==> src/vroq_pkg.sv <==
// Shared types, constants and helper functions for the voxel ray occlusion query core.
`default_nettype none
package vroq_pkg;

  localparam int POINT_W = 20;          // signed Q12.8 point field
  localparam int IDX_W   = 6;           // start and hit index fields
  localparam int GSZ_W   = 7;           // grid size register width
  localparam int SIZE_W  = 9;           // clamped grid size, up to 256
  localparam int POS_W   = 12;          // signed voxel position, covers floor of any point
  localparam int DIFF_W  = 21;          // signed ray direction in Q.8
  localparam int AD_W    = 20;          // direction magnitude
  localparam int QUO_W   = 25;          // floor(2^24 / magnitude)
  localparam int TIME_W  = 32;          // unsigned Q16.16 crossing time
  localparam int CFG_IDX_W = 2;

  localparam logic [TIME_W-1:0] TIME_SAT = '1;

  typedef enum logic [1:0] {
    MODE_CLEAR  = 2'd0,
    MODE_INSERT = 2'd1,
    MODE_QUERY  = 2'd2,
    MODE_NONE   = 2'd3
  } mode_t;

  typedef enum logic [CFG_IDX_W-1:0] {
    REG_GRID_SIZE_X = 2'd0,
    REG_GRID_SIZE_Y = 2'd1,
    REG_GRID_SIZE_Z = 2'd2,
    REG_UNUSED      = 2'd3
  } cfg_reg_t;

  typedef enum logic [1:0] {
    AXIS_X = 2'd0,
    AXIS_Y = 2'd1,
    AXIS_Z = 2'd2,
    AXIS_NONE = 2'd3
  } axis_t;

  // Axis to step from the three pairwise crossing-time compares.
  function automatic axis_t axis_pick(input logic [2:0] sel);
    axis_t ax;
    case (sel)
      3'd0: ax = AXIS_Z;
      3'd1: ax = AXIS_Y;
      3'd2: ax = AXIS_Z;
      3'd3: ax = AXIS_Y;
      3'd4: ax = AXIS_Z;
      3'd5: ax = AXIS_Z;
      3'd6: ax = AXIS_X;
      3'd7: ax = AXIS_X;
      default: ax = AXIS_Z;
    endcase
    return ax;
  endfunction

  function automatic logic [TIME_W-1:0] sat_add(input logic [TIME_W-1:0] a,
                                                input logic [TIME_W-1:0] b);
    logic [TIME_W:0] s;
    s = {1'b0, a} + {1'b0, b};
    return s[TIME_W] ? TIME_SAT : s[TIME_W-1:0];
  endfunction

  // Divider handshake toward the sequencer.
  typedef struct packed {
    logic             done;
    logic [QUO_W-1:0] quotient;
  } div_rsp_t;

endpackage
`default_nettype wire

==> src/vroq_div.sv <==
// Shared restoring divider: floor(2^24 / divisor), one quotient bit per cycle.
`default_nettype none
module vroq_div
  import vroq_pkg::*;
(
  input  wire logic            clk,
  input  wire logic            rst,
  input  wire logic            start,
  input  wire logic [AD_W-1:0] divisor,
  output div_rsp_t             rsp
);

  logic                busy;
  logic [4:0]          cnt;
  logic [AD_W-1:0]     dvs;
  logic [AD_W-1:0]     rem;
  logic [QUO_W-1:0]    quo;
  logic                done;
  logic [AD_W:0]       trial;
  logic                qbit;

  // Dividend is a single one at its top bit.
  always_comb begin
    trial = {rem, (cnt == 5'(QUO_W - 1))};
    qbit  = (trial >= {1'b0, dvs});
  end

  always_ff @(posedge clk) begin
    if (rst) begin
      busy <= 1'b0;
      done <= 1'b0;
      cnt  <= '0;
    end else begin
      done <= 1'b0;
      if (start) begin
        busy <= 1'b1;
        cnt  <= 5'(QUO_W - 1);
      end else if (busy) begin
        cnt <= cnt - 5'd1;
        if (cnt == 5'd0) begin
          busy <= 1'b0;
          done <= 1'b1;
        end
      end
    end
  end

  always_ff @(posedge clk) begin
    if (start) begin
      dvs <= divisor;
      rem <= '0;
      quo <= '0;
    end else if (busy) begin
      rem <= qbit ? AD_W'(trial - {1'b0, dvs}) : trial[AD_W-1:0];
      quo <= {quo[QUO_W-2:0], qbit};
    end
  end

  assign rsp.done     = done;
  assign rsp.quotient = quo;

endmodule
`default_nettype wire

==> config.mk <==
export PLATFORM = sky130hd
export DESIGN_NAME = vroq_div
export DESIGN_NICKNAME = d
export VERILOG_FILES = /design/src/vroq_pkg.sv /design/src/vroq_div.sv
export SDC_FILE = /design/constraint.sdc
export NUM_CORES = 1
export LEC_CHECK = 0
export BUFFER_PORTS_ARGS = -buffer_cell sky130_fd_sc_hd__buf_2
export CAP_MARGIN = 10
export CORE_MARGIN = 2
export CORE_UTILIZATION = 60
export CTS_BUF_LIST = sky130_fd_sc_hd__clkbuf_8
export DETAILED_ROUTE_END_ITERATION = 10
export GPL_TIMING_DRIVEN = 0
export PLACE_DENSITY = 0.88
export SYNTH_ARGS = -nofsm -noshare
export SYNTH_HDL_FRONTEND = slang
export SYNTH_SLANG_ARGS = --single-unit
export TNS_END_PERCENT = 100
==> constraint.sdc <==
create_clock -name clk -period 3.55 [get_ports clk]
set_input_delay 0.355 -clock clk [delete_from_list [all_inputs] [get_ports clk]]
set_output_delay 0.355 -clock clk [all_outputs]
set_load 0.1 [all_outputs]
==> After elaboration in Yosys (flattened, before gate mapping) <==
Index checks and enable logic that the tools add are counted.
{ "word_totals": {"register_bits": 72, "latch_bits": 0, "ramBits": 0, "mem_bits_ro": 0, "in_bits": 23, "out_inout_bits": 26, "word_cells": 23, "memories": 0} }
{ "op_classes": {"addsub": 2, "mul": 0, "div": 0, "magnitude_cmp": 1, "eq_ne": 1, "shifts": 0, "mux": 7, "bitwise": 1, "reduce_logical": 4} }
{ "ops": {"columns": ["cell", "count"], "rows": [
  ["$ge A21 B20 Y1", 1],
  ["$mux W20", 1],
  ["$sub A20 B20 Y20", 1],
  ["$mux W5", 2],
  ["$eq A5 B5 Y1 const B", 1],
  ["$logic_not A5 Y1", 1],
  ["$sub A5 B1 Y5 const B", 1],
  ["$mux W1", 4],
  ["$reduce_or A3 Y1", 1],
  ["$reduce_bool A2 Y1", 1],
  ["$reduce_or A2 Y1", 1],
  ["$not A1 Y1", 1]
]} }

==> Depth between registers and ports, before layout <==
Gate-level depths: netlist (run 1).
{ "depth": {"word_depth": 4, "ltp_mapped": 12, "ltp_nobuf": 12} }

==> Worst setup path before layout (run 1) <==
Ideal clock, no wire load.
{ "synth_timing": {"path_type": "reg-to-reg", "startpoint": "register cnt[0]", "endpoint": "register rem[18]", "setup_ns": 0.155, "arrival_ns": 2.355, "required_time_ns": 3.395, "setup_slack_ns": 1.040, "stages_incl_launch_ff": 13, "path_buffers": 0, "period_less_slack_ns": 2.510, "cell_sequence": "dfxtp_1 inv_1 ha_1 nand4b_1 ha_1 fa_1 nor2b_1 o31a_1 o41ai_2 o21ai_1 a31o_2 o21ai_1 a311oi_1"} }
{ "synth_via": {"elab_chain_cells": 3, "word_cells_on_any_way": 4, "classes_between": "add/sub: 1; order compare: 1; eq/ne: 1; mux: 1"} }
{ "synth_rtl": {"columns": ["element", "line", "text"], "rows": [
  ["start, declared", "vroq_div.sv:14", "logic [4:0] cnt;"],
  ["start signal, assigned", "vroq_div.sv:37", "cnt <= 5'(QUO_W - 1);"],
  ["start signal, assigned", "vroq_div.sv:39", "cnt <= cnt - 5'd1;"],
  ["$eq A5 B5 Y1 (*)", "vroq_div.sv:24", "trial = {rem, (cnt == 5'(QUO_W - 1))};"],
  ["$sub A20 B20 Y20 or $ge A21 B20 Y1 (tied branches)", "vroq_div.sv:54, vroq_div.sv:25", null],
  ["$mux W20 (*)", "vroq_div.sv:54", "rem <= qbit ? AD_W'(trial - {1'b0, dvs}) : trial[AD_W-1:0];"],
  ["end signal, assigned", "vroq_div.sv:54", null],
  ["end, declared", "vroq_div.sv:16", "logic [AD_W-1:0] rem;"]
]} }
Mark *: on every way between the ends. The rest lies on a longest branch, timed or not.
A chain may end at the register's enable or synchronous reset.

==> Final worst setup path (run 1) <==
Same ends and word-level chain as after synthesis.

==> out/metrics.cfg, run 1 <==
[sta]
rsz0062_at_grt=false
drv_slew=0
fin_worst_skew_ns=0.0142
setup_violations=0
hold_violations=0
max_freq_mhz=328
fin_hold_ws_ns=0.155
worstMarginPinSlew_ns=0.710
post-route-period-util=0.858
fin_tns_setup_ns=0
slew_headroom=0.527
finalCriticalPeriod_ns=3.04

[worst_setup_path]
arrival_ns=3.26
worstPathCellList=inv_1 -> ha_1 -> nand4b_1 -> ha_1 -> fa_1 -> nor2b_1 -> o31a_1 -> o41ai_2 -> o21ai_1 -> a31o_2 -> o21ai_1 -> a311oi_1
worst_ep_required_time_ns=3.77
crit_path_max_fanout=5
cpPeakStageDelay_ns=0.52
slowest_stage=o41ai_2
timing.critical_path.to_type=flop
crit_type=flop to flop
start_kind=flop

[logic_synthesis]
synth_most_common_cell=nor2_1
synthArstFlopShare=0
synth_top_area_frac=0.267
dominantRegCellSynth=dfxtp_1
synth.avg_cell_area_um2=9.70
synth_edf_count=20
synth_seq_area_share=0.421
synthDistinctLibCells=63
synth_top_area_cell=dfxtp_1
mappedNetlistArea_um2=3900
postSynthCellCount=402
synth_area_leaders=dfxtp_1 (27%), edfxtp_1 (15%), mux2i_1 (9.2%), ha_1 (7.1%), nor2_1 (5.3%)
synth_nets=448
ys_warn_count=0
synth_commonest_cells=nor2_1 (55), dfxtp_1 (52), mux2i_1 (36)
yosys_register_bits=72

[place]
dp.cells=527
dp_hpwl_mm=6.38
place_congestion=0.883
portBuffers=48

[clock_tree]
numCtsBuffers=9
clock-root-buffer=clkbuf_8
cts_setup_buffers=0
clock_path_buffers=2
clkLatencyLatePin_ns=0.37
clkSinkCount=72
cts_resized=0
cts_tree=done
cts_htree_levels=3
ctsHoldBuffers=0
cts.clk_slew.worst_paths_ns=0.09

[final_layout]
fill_cells=492
area_delta_synth_final_pct=13.9
drive_gt1_frac=0.178
diodes=0
fin_cells=543
multiInputGateArea_um2=2080
register_area_um2=1640
final_util=0.703
nets=507

[job]
maxCapViolCount=0

[routing]
first_pass_iters=5
ant_nets=0
vias_per_cell=5.96
wl_mm=9.08
wl_per_cell_um=16.7
drc=0
drt-initial-drc-count=252
dr_total_vias=3238

[floorplan]
num_rows=29
pin_count=49
die_h_um=84.6
start_util=0.617
die_area_um2=7160
chipWidth_um=84.6
core-area_um2=6310

[grt]
grt_usage=0.261
grt-ovfl-total=0
grt_antenna_before_repair=0
grt_max_degree=28
grt_pass1_wl_mm=14.8
grt_pass1_vias=3159

[worst_hold_path]
min_path_type=input port to flop

[outcome]
status=finished, final reports clean

[power]
powerDensity_nw_per_um2=461
max-vdd-ir-drop_mv=0.375
leakagePower_uw=0.00195

-- layout by cell type, fill, tap and decap left out, drive strengths merged, types with 2 or more instances in the layout --
cell,instances
mux2i,36
clkbuf,19
and3,4
nand3,3
nor2,55
xnor2,8
a211oi,15
inv,31
nand2b,6
a211o,3
mux2,2
nand2,22
o31a,3
a21oi,14
nor2b,4
ha,22
dfxtp,52
nor3,8
nor3b,5
or3b,3
o21a,4
xor2,12
a21o,5
a31o,2
o21ai,17
nor4b,2
o21bai,2
edfxtp,20
buf,55
and2,3
o31ai,3
a21boi,2
a31oi,3
-- sequential cells by signal, summed over array words and instances, names as in the netlist --
name and count:
dvs 20, rem 20, done 1, cnt 5, busy 1, quo 25
-- power by group --
part           internal [uW]  leakage (uW)  switching, uW
Combinational            180       0.00122            255
Sequential               887      0.000619           27.0
Clock                    340      0.000107            360
Total                   1410       0.00195            642
-- critical path, delay by kind of cell (launching register included) --
family	cells	cell delay, ns
AOI/OAI and AO/OA	6	1.58
adders and majority gates	3	0.65
buffers and inverters	1	0.08
DFF	1	0.37
and+or+nand+nor	2	0.22
-- kinds of logic after synthesis --
kind of cell             Yosys count  synth area share
AND/OR/NAND/NOR                  122             0.151
AO/OA/AOI/OAI                     85             0.162
flip-flops                        72             0.421
buffers and inverters             42            0.0453
multiplexers                      38            0.0992
adder cells (fa/ha/maj)           23            0.0758
XOR/XNOR                          20            0.0449
-- metal layers --
layer  share of wire  up-vias  global-route usage
met5               0        -                   0
met4           0.033        0               0.123
met3           0.053       32              0.0551
met2            0.49      125               0.437
met1            0.43     1526               0.322
li1                -     1555                   -
-- cell type report --
class / count / share of cell area
multi-input cells: 288 / 0.468
flip-flops and latches: 72 / 0.370
repair buffers: 48 / 0.0541
clock buffers: 9 / 0.0279
well taps: 77 / 0.0217
inverters: 25 / 0.0211
clock inverters: 7 / 0.0186
plain buffers: 17 / 0.0186
-- through the flow --
stage	total power [uW]	area, um2	worst slack [ns]
2_1_floorplan	1250	3900	1.04
3_3_place_gp	1330	4230	0.654
3_5_place_dp	1360	4230	0.618
4_1_cts	2050	4440	0.572
5_1_grt	2130	4440	0.292
6_report	2050	4440	0.506
-- worst paths after layout --
| check | depth (start not counted) | slack, ns | endpoint | startpoint |
|---|---|---|---|---|
| worst min-delay path | 1 | 0.16 | dvs[13] | divisor[13] |
| worst max register to register | 12 | 0.51 | rem[18] | cnt[0] |
| worst min register to register | 2 | 0.51 | rem[10] | rem[10] |
| worst max-delay path | 12 | 0.51 | rem[18] | cnt[0] |
No activity file was read; power rests on OpenSTA's default activity.
==> inputs of run 2 (changes only) <==
Settings changed: GPL_TIMING_DRIVEN 0 to unset.
==> run 2 against run 1 <==
Effect of this change: hold slack gained 0.012 ns; design area shrank 1.1%; count of clock-buffer cells in the layout is the same; cell count shrank 2.4%; global-route usage shrank 2.8 points; highest routed layer unchanged.
==> out/metrics.cfg, run 2 (synthesized netlist as in run 1, its figures left out) <==
[outcome]
status=finished, final reports clean

[clock_tree]
clkLatencyLatePin_ns=0.36  ; about the same
clock-root-buffer=clkbuf_8
cts_htree_levels=3  ; unchanged
clkSinkCount=72  ; unchanged
ctsHoldBuffers=0  ; unchanged
clock_path_buffers=2  ; unchanged
cts_tree=done
cts_setup_buffers=0  ; unchanged
cts_resized=0  ; unchanged
numCtsBuffers=9  ; unchanged
cts.clk_slew.worst_paths_ns=0.09  ; about the same

[place]
place_congestion=0.870  ; -1.5%
portBuffers=48  ; unchanged
dp.cells=514  ; -2.5%
dp_hpwl_mm=5.49  ; -14%

[grt]
grt-ovfl-total=0  ; unchanged
grt_antenna_before_repair=0  ; unchanged
grt_pass1_vias=2931  ; -7.2%
grt_pass1_wl_mm=13.5  ; -9.0%
grt_usage=0.233  ; -0.0282
grt_max_degree=58  ; +110%

[routing]
top_layer=met4
wl_met1_mm=3.48  ; -10%
wl_mm=7.75  ; -15%
wl_per_cell_um=14.6  ; -12%
ant_nets=0  ; unchanged
dr_total_vias=3045  ; -6.0%
wl_met3_um=340  ; -29%
first_pass_iters=4  ; -1
vias_per_cell=5.75  ; -3.7%
drc=0  ; unchanged
drt-initial-drc-count=182  ; -28%
dr_wl_met2_mm=3.78  ; -14%

[final_layout]
largest_reg_flops=25  ; unchanged
diodes=0  ; unchanged
fin_cells=530  ; -2.4%
layout_common_cells=nor2_1 (55), dfxtp_1 (51), buf_2 (48), mux2i_1 (36), inv_1 (25)
register_area_um2=1640  ; about the same
final_util=0.696  ; -0.00773
multiInputGateArea_um2=2080  ; unchanged
layout_commonest_cell=nor2_1
largestRegisters=quo x25, dvs x20, rem x20
area_delta_synth_final_pct=12.7
nets=494  ; -2.6%
fill_cells=498  ; +1.2%
regMostFlops=quo
drive_gt1_frac=0.188  ; +0.00953

[sta]
setup_violations=0  ; unchanged
fin_hold_ws_ns=0.167  ; +0.0123 ns
fin_worst_skew_ns=0.0128  ; -0.00141 ns
worstMarginPinSlew_ns=1.04  ; +0.335 ns
rsz0062_at_grt=false
hold_violations=0  ; unchanged
slew_headroom=0.303  ; -0.223
drv_slew=0  ; unchanged
fin_tns_setup_ns=0  ; unchanged
post-route-period-util=0.808  ; -0.0497
max_freq_mhz=349  ; +6.2%
finalCriticalPeriod_ns=2.87  ; -0.176 ns

[power]
max-vdd-ir-drop_mv=0.341  ; -8.9%
powerDensity_nw_per_um2=459  ; -0.58%
leakagePower_uw=0.00193  ; -0.66%

[floorplan]
num_rows=29  ; unchanged
chipWidth_um=84.6  ; unchanged
die_area_um2=7160  ; unchanged
die_h_um=84.6  ; unchanged
core-area_um2=6310  ; unchanged
start_util=0.617  ; unchanged
pin_count=49  ; unchanged

[worst_setup_path]
crit_type=flop to flop
arrival_ns=3.05  ; -0.21 ns
start_kind=flop
crit_path_max_fanout=5  ; unchanged
timing.critical_path.to_type=flop
worst_ep_required_time_ns=3.74  ; -0.03 ns

[job]
maxCapViolCount=0  ; unchanged

[worst_hold_path]
min_path_type=input port to flop

-- run 2: changes by cell type in the layout (fill, tap and decap cells not counted) --
cell	change
buf_6	-2
inv_8	+1
dfxtp_1	-1
clkinv_4	+1
buf_1	-4
buf_4	+3
inv_6	-2
clkbuf_1	-10
dfxtp_2	+1
-- run 2: report_power, final --
| group | switching (uW) | internal, uW |
|---|---|---|
| Combinational | 227 | 176 |
| Clock | 346 | 341 |
| Sequential | 38.3 | 887 |
| Total | 612 | 1400 |
-- run 2: per-layer routing --
layer	GRT usage	vias to the layer above
met5	0	-
met4	0.104	0
met3	0.0541	16
met2	0.387	70
met1	0.289	1431
li1	-	1528
-- run 2: per-stage QoR --
| stage | cell area [um2] | setup WS (ns) | total power (uW) |
|---|---|---|---|
| 3_5_place_dp | 4180 | 0.712 | 1340 |
| 2_1_floorplan | 3900 | 1.04 | 1250 |
| 4_1_cts | 4390 | 0.696 | 2030 |
| 3_3_place_gp | 4180 | 0.818 | 1320 |
| 6_report | 4390 | 0.682 | 2010 |
| 5_1_grt | 4390 | 0.483 | 2120 |
-- run 2: area by class of cell --
cell class | instances | share of cell area
multi-input cells | 288 | 0.474
repair buffers | 52 | 0.0615
clock inverters | 7 | 0.0194
flip-flops and latches | 72 | 0.374
inverters | 25 | 0.0214
well taps | 77 | 0.0219
clock buffers | 9 | 0.0282
-- run 2: path summary, 6_finish.rpt --
| check | end | depth (start not counted) | slack [ns] | startpoint |
|---|---|---|---|---|
| worst max register to register | rem[18] | 12 | 0.68 | cnt[0] |
| worst min register to register | rem[4] | 2 | 0.50 | rem[4] |
| worst min-delay path | dvs[13] | 1 | 0.17 | divisor[13] |
| worst max-delay path | rem[18] | 12 | 0.68 | cnt[0] |
-- run 2: worst max-delay path, stage by stage, from the launching register on --
cell and delay, ns:
dfxtp_1 0.37, inv_1 0.07, ha_1 0.21, nand4b_1 0.12, ha_1 0.19, fa_1 0.21
nor2b_1 0.07, o31a_1 0.28, o41ai_2 0.48, o21ai_1 0.21, a31o_2 0.27, o21ai_1 0.11
a311oi_1 0.10
==> inputs of run 3 (changes only) <==
Settings changed: ABC_AREA set to 1.
Clock period 3.55 ns to 2.8 ns, I/O delays scaled along.
==> run 3 against run 2 <==
Effect of this change: synthesized area increased by 6.0%; non-clock buffer count increased by 2; design area increased by 4.3%; via count increased by 24%; setup slack got worse by 0.42 ns; wire length increased by 20%; first-iteration DRC count increased by 3.8%; fmax increased by 13%; sequential power increased by 25%; hold slack got worse by 0.084 ns; sequential share of layout area decreased by 1.6 points.
==> out/metrics.cfg, run 3 <==
[final_layout]
regMostFlops=quo
diodes=0  ; unchanged
nets=666  ; +35%
final_util=0.682  ; -0.0139
drive_gt1_frac=0.144  ; -0.0436
layout_commonest_cell=nand2_1
area_delta_synth_final_pct=10.9
largest_reg_flops=25  ; unchanged
largestRegisters=quo x25, dvs x20, rem x20
layout_common_cells=nand2_1 (139), nor2_1 (88), inv_1 (78), dfxtp_1 (52), buf_2 (48)

[floorplan]
chipWidth_um=87.0  ; +2.8%
num_rows=30  ; +3.4%
die_h_um=87.0  ; +2.8%
core-area_um2=6720  ; +6.4%
start_util=0.615  ; -0.00242
die_area_um2=7570  ; +5.7%
pin_count=49  ; unchanged

[logic_synthesis]
synth_top_area_cell=dfxtp_1
synth_edf_count=20  ; unchanged
synth_seq_area_share=0.397  ; -0.0239
synthDistinctLibCells=37  ; -41%
dominantRegCellSynth=dfxtp_1
yosys_register_bits=72  ; unchanged
ys_warn_count=0  ; unchanged
synth_area_leaders=dfxtp_1 (25%), edfxtp_1 (15%), nand2_1 (13%), nor2_1 (8.0%), inv_1 (7.1%)
mappedNetlistArea_um2=4130  ; +6.0%
synth_nets=622  ; +39%
synth.avg_cell_area_um2=7.17  ; -26%
synth_commonest_cells=nand2_1 (139), nor2_1 (88), inv_1 (78)
synth_most_common_cell=nand2_1
synthArstFlopShare=0  ; unchanged
postSynthCellCount=576  ; +43%
synth_top_area_frac=0.252  ; -0.0151

[sta]
rsz0062_at_grt=false
drv_slew=0  ; unchanged
setup_violations=0  ; unchanged
max_freq_mhz=394  ; +13%
slew_headroom=0.572  ; +0.268
hold_violations=0  ; unchanged
fin_worst_skew_ns=0.0162  ; +0.00338 ns
fin_tns_setup_ns=0  ; unchanged
post-route-period-util=0.906  ; +0.0977
worstMarginPinSlew_ns=0.643  ; -0.402 ns
finalCriticalPeriod_ns=2.54  ; -0.332 ns

[power]
p_sw_frac=0.355  ; +0.0510
clockPowerShare=0.316  ; -0.025
p_int_uw=1570  ; +12%
p_seq_frac=0.476  ; +0.017
max-vdd-ir-drop_mv=0.491  ; +44%
switching_power_uw=865  ; +41%
powerDensity_nw_per_um2=533  ; +16%
p_comb_frac=0.208  ; +0.008
leakagePower_uw=0.00241  ; +25%

[routing]
wl_mm=9.29  ; +20%
drt-initial-drc-count=189  ; +3.8%
drc=0  ; unchanged
wl_per_cell_um=13.2  ; -9.9%
dr_total_vias=3773  ; +24%
first_pass_iters=5  ; +1
vias_per_cell=5.35  ; -6.8%
ant_nets=0  ; unchanged

[worst_setup_path]
crit_path_max_fanout=4  ; -1
worst_ep_required_time_ns=3.04  ; -0.70 ns
crit_type=flop to flop
arrival_ns=2.77  ; -0.28 ns
start_kind=flop
timing.rr.start=cnt[0]
timing.critical_path.to_type=flop
reg2regPathDepth=15  ; +3
crit_start=cnt[0]

[grt]
grt_pass1_wl_mm=16.4  ; +21%
grt_pass1_vias=3812  ; +30%
grt_antenna_before_repair=0  ; unchanged
grt-ovfl-total=0  ; unchanged
grt_max_degree=54  ; -6.9%
grt_usage=0.272  ; +0.0391

[clock_tree]
clkLatencyLatePin_ns=0.37  ; about the same
ctsHoldBuffers=0  ; unchanged
clkSinkCount=72  ; unchanged
clock_path_buffers=2  ; unchanged
cts_htree_levels=3  ; unchanged
clock-root-buffer=clkbuf_8
cts.clk_slew.worst_paths_ns=0.09  ; about the same
cts_tree=done
numCtsBuffers=9  ; unchanged
cts_setup_buffers=0  ; unchanged

[place]
place_congestion=0.951  ; +9.3%
portBuffers=48  ; unchanged
dp_hpwl_mm=6.74  ; +23%

[worst_hold_path]
holdPathStages=1  ; unchanged
min_path_type=input port to flop
hp-start=divisor[15]

[outcome]
status=finished, final reports clean

[job]
maxCapViolCount=0  ; unchanged

==> run 3: cell count changes in the layout (fill, tap and decap cells not counted), moves of 6 or more <==
| cell | before | now |
|---|---|---|
| a211oi_1 | 13 | 1 |
| a21oi_1 | 13 | 20 |
| inv_1 | 25 | 78 |
| mux2i_1 | 36 | 0 |
| nand2_1 | 22 | 139 |
| nand2b_1 | 6 | 0 |
| nand3_1 | 3 | 32 |
| nand4_1 | 1 | 22 |
| nor2_1 | 55 | 88 |
| o21ai_0 | 11 | 30 |
==> run 3: path summary, 6_finish.rpt <==
check,end,slack (ns)
worst max-delay path,rem[16],0.26
worst min-delay path,dvs[15],0.08
worst max register to register,rem[16],0.26
worst min register to register,cnt[0],0.48
==> run 3: kinds of logic after synthesis <==
family	Yosys count	share of synthesized area
simple gates	302	0.318
buf+inv	104	0.105
flops	72	0.397
compound gates	64	0.0854
fa+ha+maj	23	0.0715
xor+xnor	11	0.0233
==> run 3: metrics by stage <==
| step | instance area, um2 | hold slack [ns] | worst slack, ns | total power [uW] | cells |
|---|---|---|---|---|---|
| 4_1_cts | 4580 | 0.0762 | 0.238 | 2450 | 705 |
| 6_report | 4580 | 0.0832 | 0.264 | 2440 | 705 |
| 3_5_place_dp | 4400 | 0.458 | 0.259 | 1690 | 689 |
| 3_3_place_gp | 4400 | 0.448 | 0.421 | 1680 | 689 |
| 2_1_floorplan | 4130 | 0.349 | 0.638 | 1580 | 576 |
| 5_1_grt | 4580 | 0.0769 | 0.00836 | 2540 | 705 |
==> run 3: final cells by class <==
cell class | instances | area [um2]
fill | 582 | 2140
multi-input combinational | 400 | 2060
sequential | 72 | 1640
inverter | 83 | 312
timing repair buffer | 54 | 285
clock buffer | 9 | 124
tap | 80 | 100
clock inverter | 7 | 57.6
==> run 3: per-layer routing <==
| metal | vias to the layer above | share of wire | track usage | wire length (um) |
|---|---|---|---|---|
| met5 | - | 0 | 0 | 0 |
| met4 | 0 | 0.019 | 0.132 | 181 |
| met3 | 20 | 0.053 | 0.0645 | 490 |
| met2 | 98 | 0.48 | 0.465 | 4460 |
| met1 | 1724 | 0.45 | 0.320 | 4160 |
| li1 | 1931 | - | - | - |
==> run 3: power groups by stage <==
stage	Combinational [uW]	Clock (uW)	Sequential, uW
5_1_grt	545	828	1170
6_report	507	772	1160
4_1_cts	504	788	1160
3_5_place_dp	502	0	1180
3_3_place_gp	495	0	1180
2_1_floorplan	199	0	1380
==> run 3: critical path: stages, from the launching register on <==
cell and delay (ns):
dfxtp_1 0.32, inv_1 0.12, ha_1 0.19, nand4_1 0.18, ha_1 0.26, fa_1 0.46, o21bai_2 0.25, nand2_1 0.07
nand2_1 0.10, nand2_1 0.08, nand2_1 0.06, nand2_1 0.05, nand2_1 0.07, nor2_1 0.04, nor2_1 0.11, nor2_1 0.04
==> run 3: timing repair <==
| item | CTS | global route |
|---|---|---|
| endpoints found under the hold margin | 0 | 0 |
| resized for setup | 0 | 1 |
| endpoints found under the setup margin | 0 | 1 |
